**src/stid_pkg.sv**
```systemverilog
`default_nettype none
package stid_pkg;

	localparam int DEPTH        = 64;
	localparam int PAYLOAD_BITS = 32;
	localparam int KEY_BITS     = 32;
	localparam int IDX_W        = (DEPTH > 1) ? $clog2(DEPTH) : 1;
	localparam int CNT_W        = $clog2(DEPTH + 1);
	localparam int ENTRY_W      = KEY_BITS + PAYLOAD_BITS;

	localparam logic [1:0] ST_DONE   = 2'd0;
	localparam logic [1:0] ST_FULL   = 2'd1;
	localparam logic [1:0] ST_EMPTY  = 2'd2;
	localparam logic [1:0] ST_ABSENT = 2'd3;

	// Write port selection: address and data source of a table write.
	localparam logic [1:0] WR_UP     = 2'd0;
	localparam logic [1:0] WR_DOWN   = 2'd1;
	localparam logic [1:0] WR_NEW_J1 = 2'd2;
	localparam logic [1:0] WR_NEW_0  = 2'd3;

	localparam logic [1:0] POS_KEEP = 2'd0;
	localparam logic [1:0] POS_J    = 2'd1;
	localparam logic [1:0] POS_J1   = 2'd2;
	localparam logic [1:0] POS_ZERO = 2'd3;

	typedef struct packed {
		logic       load;
		logic       set_j_top;
		logic       set_j_zero;
		logic       j_inc;
		logic       j_dec;
		logic       rd_en;
		logic       wr_en;
		logic [1:0] wr_sel;
		logic [1:0] pos_sel;
		logic       mark_found;
		logic       cnt_inc;
		logic       cnt_dec;
		logic       res_load;
		logic [1:0] res_status;
	} stid_cmd_t;

	typedef struct packed {
		logic cnt_full;
		logic cnt_zero;
		logic key_lt;
		logic key_eq;
		logic j_zero;
		logic j_last;
		logic found;
	} stid_sts_t;

endpackage
`default_nettype wire

```
**src/stid_ram.sv**
```systemverilog
`default_nettype none
module stid_ram #(
	parameter int WIDTH = 8,
	parameter int DEPTH = 16
) (
	input  wire logic                                         clk,
	input  wire logic                                         wr_en,
	input  wire logic [((DEPTH > 1) ? $clog2(DEPTH) : 1)-1:0] wr_addr,
	input  wire logic [WIDTH-1:0]                             wr_data,
	input  wire logic                                         rd_en,
	input  wire logic [((DEPTH > 1) ? $clog2(DEPTH) : 1)-1:0] rd_addr,
	output logic      [WIDTH-1:0]                             rd_data
);

	logic [WIDTH-1:0] mem_q [DEPTH];

	always_ff @(posedge clk) begin
		if (wr_en) begin
			mem_q[wr_addr] <= wr_data;
		end
		if (rd_en) begin
			rd_data <= mem_q[rd_addr];
		end
	end

endmodule
`default_nettype wire

```
**src/stid_ctrl.sv**
```systemverilog
`default_nettype none
module stid_ctrl (
	input  wire logic                 clk,
	input  wire logic                 arst_n,
	input  wire logic                 in_valid,
	input  wire logic                 mode,
	output logic                      in_stall,
	output logic                      out_valid,
	input  wire logic                 out_stall,
	input  wire stid_pkg::stid_sts_t  sts,
	output stid_pkg::stid_cmd_t       cmd,
	output logic                      busy
);
	import stid_pkg::*;

	localparam logic [1:0] S_IDLE  = 2'd0;
	localparam logic [1:0] S_RD    = 2'd1;
	localparam logic [1:0] S_CHK   = 2'd2;
	localparam logic [1:0] S_WRNEW = 2'd3;

	logic [1:0] state_q, state_d;
	logic       mode_q;
	logic       out_valid_q;
	logic       accept;

	assign busy      = (state_q != S_IDLE);
	assign in_stall  = busy || (out_valid_q && out_stall);
	assign accept    = in_valid && !in_stall;
	assign out_valid = out_valid_q;

	always_comb begin
		cmd     = '0;
		state_d = state_q;
		case (state_q)
			S_IDLE: begin
				if (accept) begin
					cmd.load = 1'b1;
					if (!mode) begin
						if (sts.cnt_full) begin
							cmd.res_load   = 1'b1;
							cmd.res_status = ST_FULL;
						end else if (sts.cnt_zero) begin
							state_d = S_WRNEW;
						end else begin
							cmd.set_j_top = 1'b1;
							state_d       = S_RD;
						end
					end else begin
						if (sts.cnt_zero) begin
							cmd.res_load   = 1'b1;
							cmd.res_status = ST_EMPTY;
						end else begin
							cmd.set_j_zero = 1'b1;
							state_d        = S_RD;
						end
					end
				end
			end
			S_RD: begin
				cmd.rd_en = 1'b1;
				state_d   = S_CHK;
			end
			S_CHK: begin
				if (!mode_q) begin
					// Walk down from the top; every greater key moves up one place.
					if (sts.key_lt) begin
						cmd.wr_en  = 1'b1;
						cmd.wr_sel = WR_UP;
						if (sts.j_zero) begin
							state_d = S_WRNEW;
						end else begin
							cmd.j_dec = 1'b1;
							state_d   = S_RD;
						end
					end else begin
						cmd.wr_en      = 1'b1;
						cmd.wr_sel     = WR_NEW_J1;
						cmd.pos_sel    = POS_J1;
						cmd.cnt_inc    = 1'b1;
						cmd.res_load   = 1'b1;
						cmd.res_status = ST_DONE;
						state_d        = S_IDLE;
					end
				end else begin
					// Walk up from the bottom; after the match every entry moves down.
					if (sts.found) begin
						cmd.wr_en  = 1'b1;
						cmd.wr_sel = WR_DOWN;
					end else if (sts.key_eq) begin
						cmd.mark_found = 1'b1;
						cmd.pos_sel    = POS_J;
					end
					if (sts.j_last) begin
						cmd.res_load = 1'b1;
						if (sts.found || sts.key_eq) begin
							cmd.cnt_dec    = 1'b1;
							cmd.res_status = ST_DONE;
						end else begin
							cmd.res_status = ST_ABSENT;
						end
						state_d = S_IDLE;
					end else begin
						cmd.j_inc = 1'b1;
						state_d   = S_RD;
					end
				end
			end
			S_WRNEW: begin
				cmd.wr_en      = 1'b1;
				cmd.wr_sel     = WR_NEW_0;
				cmd.pos_sel    = POS_ZERO;
				cmd.cnt_inc    = 1'b1;
				cmd.res_load   = 1'b1;
				cmd.res_status = ST_DONE;
				state_d        = S_IDLE;
			end
			default: begin
				state_d = S_IDLE;
			end
		endcase
	end

	always_ff @(posedge clk or negedge arst_n) begin
		if (!arst_n) begin
			state_q     <= S_IDLE;
			mode_q      <= 1'b0;
			out_valid_q <= 1'b0;
		end else begin
			state_q <= state_d;
			if (accept) begin
				mode_q <= mode;
			end
			if (cmd.res_load) begin
				out_valid_q <= 1'b1;
			end else if (out_valid_q && !out_stall) begin
				out_valid_q <= 1'b0;
			end
		end
	end

endmodule
`default_nettype wire

```
**src/stid_dp.sv**
```systemverilog
`default_nettype none
module stid_dp (
	input  wire logic                 clk,
	input  wire logic                 arst_n,
	input  wire logic signed [31:0]   key,
	input  wire logic        [31:0]   payload,
	input  wire stid_pkg::stid_cmd_t  cmd,
	output stid_pkg::stid_sts_t       sts,
	output logic             [1:0]    status,
	output logic             [5:0]    position,
	output logic             [6:0]    entry_count
);
	import stid_pkg::*;

	logic signed [KEY_BITS-1:0]     req_key_q;
	logic        [PAYLOAD_BITS-1:0] req_pay_q;
	logic        [IDX_W-1:0]        j_q;
	logic        [IDX_W-1:0]        pos_q;
	logic                           found_q;
	logic        [CNT_W-1:0]        cnt_q;
	logic        [1:0]              status_q;
	logic        [5:0]              position_q;
	logic        [6:0]              entry_count_q;

	logic        [CNT_W-1:0]        cnt_m1;
	logic        [IDX_W-1:0]        j_p1, j_m1;
	logic        [IDX_W-1:0]        pos_next;
	logic        [CNT_W-1:0]        cnt_next;
	logic        [ENTRY_W-1:0]      rd_data;
	logic signed [KEY_BITS-1:0]     rd_key;
	logic        [ENTRY_W-1:0]      new_entry;
	logic                           wr_en;
	logic        [IDX_W-1:0]        wr_addr;
	logic        [ENTRY_W-1:0]      wr_data;

	assign cnt_m1    = cnt_q - CNT_W'(1);
	assign j_p1      = j_q + IDX_W'(1);
	assign j_m1      = j_q - IDX_W'(1);
	assign rd_key    = rd_data[ENTRY_W-1 -: KEY_BITS];
	assign new_entry = {req_key_q, req_pay_q};

	assign sts.cnt_full = (cnt_q == CNT_W'(DEPTH));
	assign sts.cnt_zero = (cnt_q == '0);
	assign sts.key_lt   = (req_key_q < rd_key);
	assign sts.key_eq   = (req_key_q == rd_key);
	assign sts.j_zero   = (j_q == '0);
	assign sts.j_last   = (j_q == cnt_m1[IDX_W-1:0]);
	assign sts.found    = found_q;

	always_comb begin
		wr_en = cmd.wr_en;
		case (cmd.wr_sel)
			WR_UP: begin
				wr_addr = j_p1;
				wr_data = rd_data;
			end
			WR_DOWN: begin
				wr_addr = j_m1;
				wr_data = rd_data;
			end
			WR_NEW_J1: begin
				wr_addr = j_p1;
				wr_data = new_entry;
			end
			default: begin
				wr_addr = '0;
				wr_data = new_entry;
			end
		endcase
	end

	always_comb begin
		case (cmd.pos_sel)
			POS_J:    pos_next = j_q;
			POS_J1:   pos_next = j_p1;
			POS_ZERO: pos_next = '0;
			default:  pos_next = pos_q;
		endcase
	end

	always_comb begin
		if (cmd.cnt_inc) begin
			cnt_next = cnt_q + CNT_W'(1);
		end else if (cmd.cnt_dec) begin
			cnt_next = cnt_m1;
		end else begin
			cnt_next = cnt_q;
		end
	end

	stid_ram #(
		.WIDTH (ENTRY_W),
		.DEPTH (DEPTH)
	) u_ram (
		.clk     (clk),
		.wr_en   (wr_en),
		.wr_addr (wr_addr),
		.wr_data (wr_data),
		.rd_en   (cmd.rd_en),
		.rd_addr (j_q),
		.rd_data (rd_data)
	);

	always_ff @(posedge clk or negedge arst_n) begin
		if (!arst_n) begin
			cnt_q   <= '0;
			found_q <= 1'b0;
		end else begin
			cnt_q <= cnt_next;
			if (cmd.load) begin
				found_q <= 1'b0;
			end else if (cmd.mark_found) begin
				found_q <= 1'b1;
			end
		end
	end

	always_ff @(posedge clk) begin
		if (cmd.load) begin
			req_key_q <= key;
			req_pay_q <= PAYLOAD_BITS'(payload);
		end
		if (cmd.set_j_top) begin
			j_q <= cnt_m1[IDX_W-1:0];
		end else if (cmd.set_j_zero) begin
			j_q <= '0;
		end else if (cmd.j_inc) begin
			j_q <= j_p1;
		end else if (cmd.j_dec) begin
			j_q <= j_m1;
		end
		pos_q <= pos_next;
		if (cmd.res_load) begin
			status_q      <= cmd.res_status;
			position_q    <= (cmd.res_status == ST_DONE) ? 6'(pos_next) : 6'd0;
			entry_count_q <= 7'(cnt_next);
		end
	end

	assign status      = status_q;
	assign position    = position_q;
	assign entry_count = entry_count_q;

endmodule
`default_nettype wire

```
**src/sorted_table_insert_delete_top.sv**
```systemverilog
`default_nettype none
// Channel   Handshake            Fields
// request   in_valid / in_stall  mode, key, payload
// result    out_valid/ out_stall status, position, entry_count
//
// A request visits one table entry at a time through the read port of the entry RAM,
// with a read state and a check state per entry. An insert walks down from the top,
// moving every greater key up, and stops at the first key that is not greater; when
// every stored key is greater, it writes the new entry at position zero. A delete walks
// the whole table. Full and empty are answered at the accepting edge itself.
// Reset clears the entry count and the found flag, not the entries; entries are never read
// before they are written. A new request is taken once the previous one is finished and its
// result beat is taken or is being taken in the same cycle.
module sorted_table_insert_delete_top (
	input  wire logic               clk,
	input  wire logic               arst_n,
	input  wire logic               in_valid,
	output logic                    in_stall,
	input  wire logic               mode,
	input  wire logic signed [31:0] key,
	input  wire logic        [31:0] payload,
	output logic                    out_valid,
	input  wire logic               out_stall,
	output logic             [1:0]  status,
	output logic             [5:0]  position,
	output logic             [6:0]  entry_count
);
	import stid_pkg::*;

	stid_cmd_t cmd;
	stid_sts_t sts;
	logic      busy;

	stid_ctrl u_ctrl (
		.clk       (clk),
		.arst_n    (arst_n),
		.in_valid  (in_valid),
		.mode      (mode),
		.in_stall  (in_stall),
		.out_valid (out_valid),
		.out_stall (out_stall),
		.sts       (sts),
		.cmd       (cmd),
		.busy      (busy)
	);

	stid_dp u_dp (
		.clk         (clk),
		.arst_n      (arst_n),
		.key         (key),
		.payload     (payload),
		.cmd         (cmd),
		.sts         (sts),
		.status      (status),
		.position    (position),
		.entry_count (entry_count)
	);

`ifndef SYNTH
	a_accept_progress: assert property (@(posedge clk) disable iff (!arst_n)
		(in_valid && !in_stall) |=> (busy || out_valid))
		else $error("accepted request neither in progress nor answered");

	a_write_busy: assert property (@(posedge clk) disable iff (!arst_n)
		cmd.wr_en |-> busy)
		else $error("table write while idle");

	a_count_sane: assert property (@(posedge clk) disable iff (!arst_n)
		!(sts.cnt_full && sts.cnt_zero))
		else $error("entry count both full and empty");

	a_result_busy: assert property (@(posedge clk) disable iff (!arst_n)
		(busy && cmd.res_load) |-> (!out_valid || !out_stall))
		else $error("result overwrites a pending beat");
`endif

endmodule
`default_nettype wire

```
**config.mk**
```make
export PLATFORM = sky130hd
export DESIGN_NAME = sorted_table_insert_delete_top
export DESIGN_NICKNAME = d
export VERILOG_FILES = /design/src/stid_pkg.sv /design/src/stid_ram.sv /design/src/stid_ctrl.sv /design/src/stid_dp.sv /design/src/sorted_table_insert_delete_top.sv
export SDC_FILE = /design/constraint.sdc
export NUM_CORES = 2
export LEC_CHECK = 0
export BUFFER_PORTS_ARGS = -buffer_cell sky130_fd_sc_hd__buf_2
export CAP_MARGIN = 20
export CORE_MARGIN = 3
export CORE_UTILIZATION = 50
export CTS_CLUSTER_DIAMETER = 50
export CTS_CLUSTER_SIZE = 8
export DETAILED_ROUTE_END_ITERATION = 10
export HOLD_SLACK_MARGIN = 0.15
export MAX_ROUTING_LAYER = met4
export PLACE_DENSITY = 0.68
export REMOVE_ABC_BUFFERS = 1
export SLEW_MARGIN = 5
export SYNTH_ARGS = -nofsm -noshare
export SYNTH_HDL_FRONTEND = slang
export SYNTH_SLANG_ARGS = --single-unit
```
**constraint.sdc**
```tcl
create_clock -name clk -period 7.39 [get_ports clk]
set_input_delay 0.739 -clock clk [delete_from_list [all_inputs] [get_ports clk]]
set_output_delay 0.739 -clock clk [all_outputs]
set_load 0.02 [all_outputs]
```
; ---- Yosys cells after proc, flatten, opt, wreduce, memory -nomap -nowiden
; Memory sizes are Yosys's and may differ from the RTL's. A register that Yosys moved wholly into a read port is not among the register bits.
; Cells that the tools add are included.
[word_totals]
ff_bits = 103
mem_bits_rw = 4096
inputBits = 69
out_inout_bits = 17
wordCells = 113
mem_count = 1
[memory_table]
columns = name, words, word_bits, rd, rd_clocked_by_memory_dff, write_ports, line
row1 = u_dp.u_ram.mem_q, 64, 64, 1, 1, 1, stid_ram.sv:15  ; logic [WIDTH-1:0] mem_q [DEPTH];
[op_classes]
n_addsub = 4
order_cmp = 1
n_eq_ne = 14
muxes = 62
n_reduce_logical = 19
[ops]
columns = op, n
row1 = 64-bit 2-to-1 mux, 1
row2 = 32-bit == test, 1
row3 = 32-bit less-than comparator, 1
row4 = 3-bit 2-to-1 mux, 10
row5 = 2-bit 2-to-1 mux, 13
row6 = 1-bit 2-to-1 mux, 24
row7 = 6-bit 2-to-1 mux, 4
row8 = 6-bit one-hot mux with 3 select lines, 1
row9 = 7-bit 2-to-1 mux, 2
row10 = 6-bit one-hot mux with 2 select lines, 1
row11 = 2-bit == test (second input constant), 5
row12 = 5-bit one-hot mux with 2 select lines, 1
row13 = 3-bit one-hot mux with 3 select lines, 1
row14 = 2-bit one-hot mux with 4 select lines, 1
row15 = 7-bit by 1-bit adder with 7-bit output (second input constant), 1
row16 = 7-bit == test (second input constant), 1
row17 = 7-bit logical NOT, 1
row18 = 7-bit by 1-bit subtractor with 7-bit output (second input constant), 1
row19 = 6-bit by 1-bit adder with 6-bit output (second input constant), 1
row20 = 2-bit by 1-bit == test with 1-bit output (second input constant), 3
row21 = 6-bit == test, 1
row22 = 2-bit logical NOT, 3
row23 = 6-bit logical NOT, 1
row24 = 3-bit != test (second input constant), 2
row25 = other kinds (12), 19

; ---- Longest topological paths before layout
[logic_depth]
word_depth = 9
mapped_depth = 13
depth_no_buf = 10

; ---- Hierarchy
; From an unflattened synthesis, not the netlist that was laid out.
[hier_totals]
hier_cells = 7130
area_unflattened_um2 = 162757.3
[by_module_without_submodules]
columns = module, instances, cells_each, area_each_um2
row1 = stid_ram, 1, 6598, 156989.3
row2 = stid_dp, 1, 474, 5350.1
row3 = stid_ctrl, 1, 58, 417.9

; ---- Least setup slack after synthesis
; OpenSTA, ideal clock, no wires.
[synth_timing]
path_type = reg-to-reg
startpoint = register u_dp.req_key_q[31]
endpoint = memory u_dp.u_ram.mem_q[0][32] (netlist name), data pin
setup_time_ps = 702
arrival_ps = 4575
t_required_ps = 6688
slack_ps = 2113
path_stages_with_launch = 10
n_path_buf = 2
path_cell_list = edfxtp_1 ha_1 buf_2 nand4_2 nor3_1 nand2b_1 a311oi_1 nor4_4 buf_2 o21ai_0
[synth_between]
elab_chain_cells = 7
word_cells_on_any_way = 8
classes_between = order compare (1) / eq/ne (1) / mux (4) / reduce/logical (2)
[synth_lines]
columns = item, line
row1 = from (decl), stid_dp.sv:15  ; logic signed [KEY_BITS-1:0] req_key_q;
row2 = from (signal assigned), stid_dp.sv:120  ; req_key_q <= key;
row3 = 32-bit less-than comparator (*), stid_dp.sv:44  ; assign sts.key_lt = (req_key_q < rd_key);
row4 = 2-bit 2-to-1 mux (*), stid_ctrl.sv:66  ; if (sts.key_lt) begin
row5 = 5-bit 2-to-1 mux (*), stid_ctrl.sv:64  ; if (!mode_q) begin
row6 = 5-bit one-hot mux with 2 select lines (*), stid_ctrl.sv:34  ; case (state_q)
row7 = 2-bit by 1-bit == test with 1-bit output or 2-bit logical NOT (tied branches), stid_dp.sv:52  ; case (cmd.wr_sel)
row8 = 2-bit OR reduction (no line) (*), --
row9 = 64-bit 2-to-1 mux (*), stid_dp.sv:52
row10 = net u_dp.u_ram.wr_data[32], stid_ram.sv:9  ; input wire logic [WIDTH-1:0] wr_data,
row11 = to (decl), stid_ram.sv:15
; Mark *: on every way through the listed nets, which the timed path passes. The rest lies on a longest branch.

; ---- Worst setup path after layout
[layout_timing]
startpoint = register u_dp.j_q[0]
endpoint = memory u_dp.u_ram.mem_q[46][50] (netlist name), enable pin
[layout_between]
elab_chain_cells = 2
word_cells_on_any_way = 3
classes_between = add/sub (2) / mux (1)
[layout_lines]
columns = item, line
row1 = from (decl), stid_dp.sv:17  ; logic [IDX_W-1:0] j_q;
row2 = from (signal assigned), stid_dp.sv:124  ; j_q <= cnt_m1[IDX_W-1:0];
row3 = from (signal assigned), stid_dp.sv:128  ; j_q <= j_p1;
row4 = from (signal assigned), stid_dp.sv:130  ; j_q <= j_m1;
row5 = 6-bit by 1-bit adder with 6-bit output or 6-bit by 1-bit subtractor with 6-bit output (tied branches), "stid_dp.sv:37, stid_dp.sv:38"
row6 = 6-bit one-hot mux with 2 select lines (*), stid_dp.sv:52
; Mark *: on every way between the ends. The rest lies on a longest branch, timed or not.

==> flow_summary.toml <==
[outcome]
outcome = "completed"

[die]
row_count = 149
core_area_um2 = 165400
starting_density_of_the_core_pct = 50.42
die_area_um2 = 171700
die_ht_um = 414.4
boundaryPins = 86
die-width_um = 414.4

[yosys]
synth.ff_latch_count = 2151
synth.avg_cell_area_um2 = 24.10
synth_warnings = 0
synth_enable_flop_cells = 2133
async_flop_share_pct = 0.5579
yosysTopAreaCellShare_pct = 76.82
synth_mux_area_share_pct = 18.64
synth.most_common_cell = "edfxtp_1"
synth_area_um2 = 83380
seq_area_frac_synth_pct = 77.33
post_synth_fa_ha_maj_area_fraction_pct = 0.5552
synth_simple_gate_area_share_pct = 1.330
synthDominantAreaCellType = "edfxtp_1"
synth-xor-area-share_pct = 0.2746
yosys-top-cells-area = "edfxtp_1, mux4_2, ha_1"
synth.distinct_cells = 69
synth_compound_area_share_pct = 0.7578
synth_top_family_by_area = "multiplexers"
number_of_standard_cells_after_synthesis = 3459
ys.flop_type = "edfxtp_1"
synth.top_cells.by_count = "edfxtp_1, mux4_2, clkbuf_1, nor2_1, buf_2"

[finish]
syn2layout_area_growth_pct = 15.04
final_net_count = 3938
post-route-cell-area_um2 = 95920
antenna_cell_count = 0
drive_gt1_share_pct = 33.03
final_non_filler_cells = 6049
final_util_pct = 58.00

[placement]
gp_congestion = 0.8174
placedInstanceArea_um2 = 87230
dpl.cell_count = 5659
hpwl_mm = 102.2
place.port_buffers = 53

[grt]
maximum_number_of_pins_on_one_net_before_global_route_repair = 129
aggregate_global_route_resource_usage_pct = 22.84
grt_pass1_wl_mm = 275.3
grt_overflow = 0
antenna_found_initial = 2
first_global_vias = 39150

[critical_path]
required_ns = 7.94
timing.reg2reg.worst_path_depth = 8
worst-endpoint-arrival_ns = 5.56
worstSetupPathType = "register to register"
regToRegStartpoint = "u_dp.j_q[0]$_DFFE_PP_"
worstPathMaxFanout = 17
r2r_setup_slack_ns = 2.38
crit-reg2reg-capture = "u_dp.u_ram.mem_q[46][50]$_DFFE_PP_"
worst_setup_path_start_kind = "register"
worstSetupEndpointType = "register"

[clock_network]
clk_lat_worst_skew_ns = 0.89
htreeDepth = 5
clkSinkCount = 2151
cts_tree = "built"
cts_resized = 0
clock-root-buffer = "clkbuf_16"
cts_hold_buffers = 35
cts.clk_slew.worst_paths_ns = 0.05
cts_buffer_depth = 4
post_cts_setup_repair_buffer_count = 0
cts-buffers-inserted = 320

[power]
worst_ir_drop_vdd_v = 0.0002438
net-switching-power_w = 0.004646
power_leakage_nw = 36.06
power_per_cell_area_nw_per_um2 = 267.1
sequentialPowerShare_pct = 51.7
power_frac_comb_pct = 0.1
cellInternalPower_w = 0.02097
clkPwrFrac_pct = 48.2
power_switching_share_pct = 18.13

[sta]
totalNegativeSetupSlack_ns = 0
grt_setup_unrepaired = "no"
min_period_ns = 5.010
hold_viol = 0
fin_worst_hold_slack_ns = 0.2703
setup_violations = 0
final_setup_skew_ns = 0.04258
period_share_pct = 67.79
tightestPinTransition_ns = 1.064
final-max-slew-violation-count = 0
max_clock_freq_mhz = 199.6
relSlewSlack_pct = 29.04

[route]
topRoutingLayerUsed = "met4"
route.met3.wl_mm = 16.20
route.detailed.wl_per_inst_um = 31.19
drt-pass1-iter-count = 5
detailroute.wirelength.met2_mm = 93.72
drt_drc_violations_left = 0
mean_number_of_vias_per_cell = 6.296
drt_iter0_drc = 4485
route.antenna.remaining_nets = 0
route.vias.total = 38080
wirelength_met1_mm = 75.75
postRouteWirelength_mm = 188.7

[flow_run]
cap_violations = 0

[worst_hold_path]
hold_path_class = "input pin to asynchronous set/reset pin"
[stage by stage]
step / total power (W) / setup WS (ns)
after floorplan: 0.01346 / -16.67
after global placement: 0.01348 / 2.407
after detailed placement: 0.01348 / 2.475
after CTS: 0.02583 / 2.446
after global routing: 0.02636 / 2.326
final: 0.02562 / 2.380
[state kept, by name, summed over array words and instances (netlist names), 6 cells and up]
name	flops
u_dp.u_ram.mem_q	2048
u_dp.u_ram.rd_data	32
u_dp.req_key_q	32
u_dp.cnt_q	7
u_dp.j_q	6
u_dp.pos_q	6
u_dp.entry_count	7
u_dp.position	6
[worst max-delay path by stage]
stage	start	to	slack, ns	cells past startpoint
finish	u_dp.j_q[0]$_DFFE_PP_	u_dp.u_ram.mem_q[46][50]$_DFFE_PP_	2.38	8
global route	u_ctrl.state_q[1]$_DFFE_PN0P_	u_dp.u_ram.mem_q[46][50]$_DFFE_PP_	2.33	9
CTS	u_dp.j_q[0]$_DFFE_PP_	u_dp.u_ram.mem_q[20][44]$_DFFE_PP_	2.45	7
detailed placement	u_dp.j_q[0]$_DFFE_PP_	u_dp.u_ram.mem_q[20][46]$_DFFE_PP_	2.47	7
global placement	u_dp.req_key_q[11]$_DFFE_PP_	u_dp.u_ram.mem_q[46][38]$_DFFE_PP_	2.41	10
floorplan	u_dp.j_q[0]$_DFFE_PP_	u_dp.u_ram.mem_q[56][32]$_DFFE_PP_	-16.67	7
[power by group through the flow]
| stage | clock (W) | combinational, W | sequential, W |
|---|---|---|---|
| 6_report | 0.0124 | 0.0000300 | 0.0132 |
| 5_1_grt | 0.0131 | 0.0000331 | 0.0132 |
| 3_5_place_dp | 0 | 0.0000160 | 0.0135 |
| 3_3_place_gp | 0 | 0.0000156 | 0.0135 |
| 4_1_cts | 0.0126 | 0.0000307 | 0.0132 |
| 2_1_floorplan | 0 | 0.000000743 | 0.0135 |
[layout by cell type, fill, tap and decap left out, types with 35 or more instances in the layout]
master and count:
edfxtp_1 2133, nand2_1 48, dlygate4sd3_1 35, clkbuf_16 327, ha_1 37, buf_2 54, mux4_2 672, nor2_4 65
inv_1 42, buf_4 120
[metal layers]
metal / vias up / GRT usage (%)
met3: 240 / 5.224
met5: - / -
met4: 0 / 5.003
met2: 1738 / 35.38
met1: 20580 / 31.54
li1: 15530 / -
[logic make-up after synthesis]
group | count (synthesis)
flops | 2151
buf+inv | 218
xor+xnor | 23
simple gates | 227
mux | 708
fa+ha+maj | 37
compound gates | 95
[critical path: stages, from the launching register on]
cell      delay (ns)
edfxtp_1        0.87
inv_1           0.16
ha_1            0.43
o21ai_0         0.24
o21ai_0         0.13
a21oi_1         0.69
nand3_1         0.73
nor2_4          0.94
buf_4           0.45
[final cells by class]
class	count	area, um^2
inverter	45	168.9
sequential	2151	64470
multi-input combinational	1090	18470
clock buffer	341	8235
timing repair buffer	224	1780
fill	11370	69450
tap	2189	2739
clock inverter	9	52.55
Note: power is estimated with default switching activity, not from simulation.
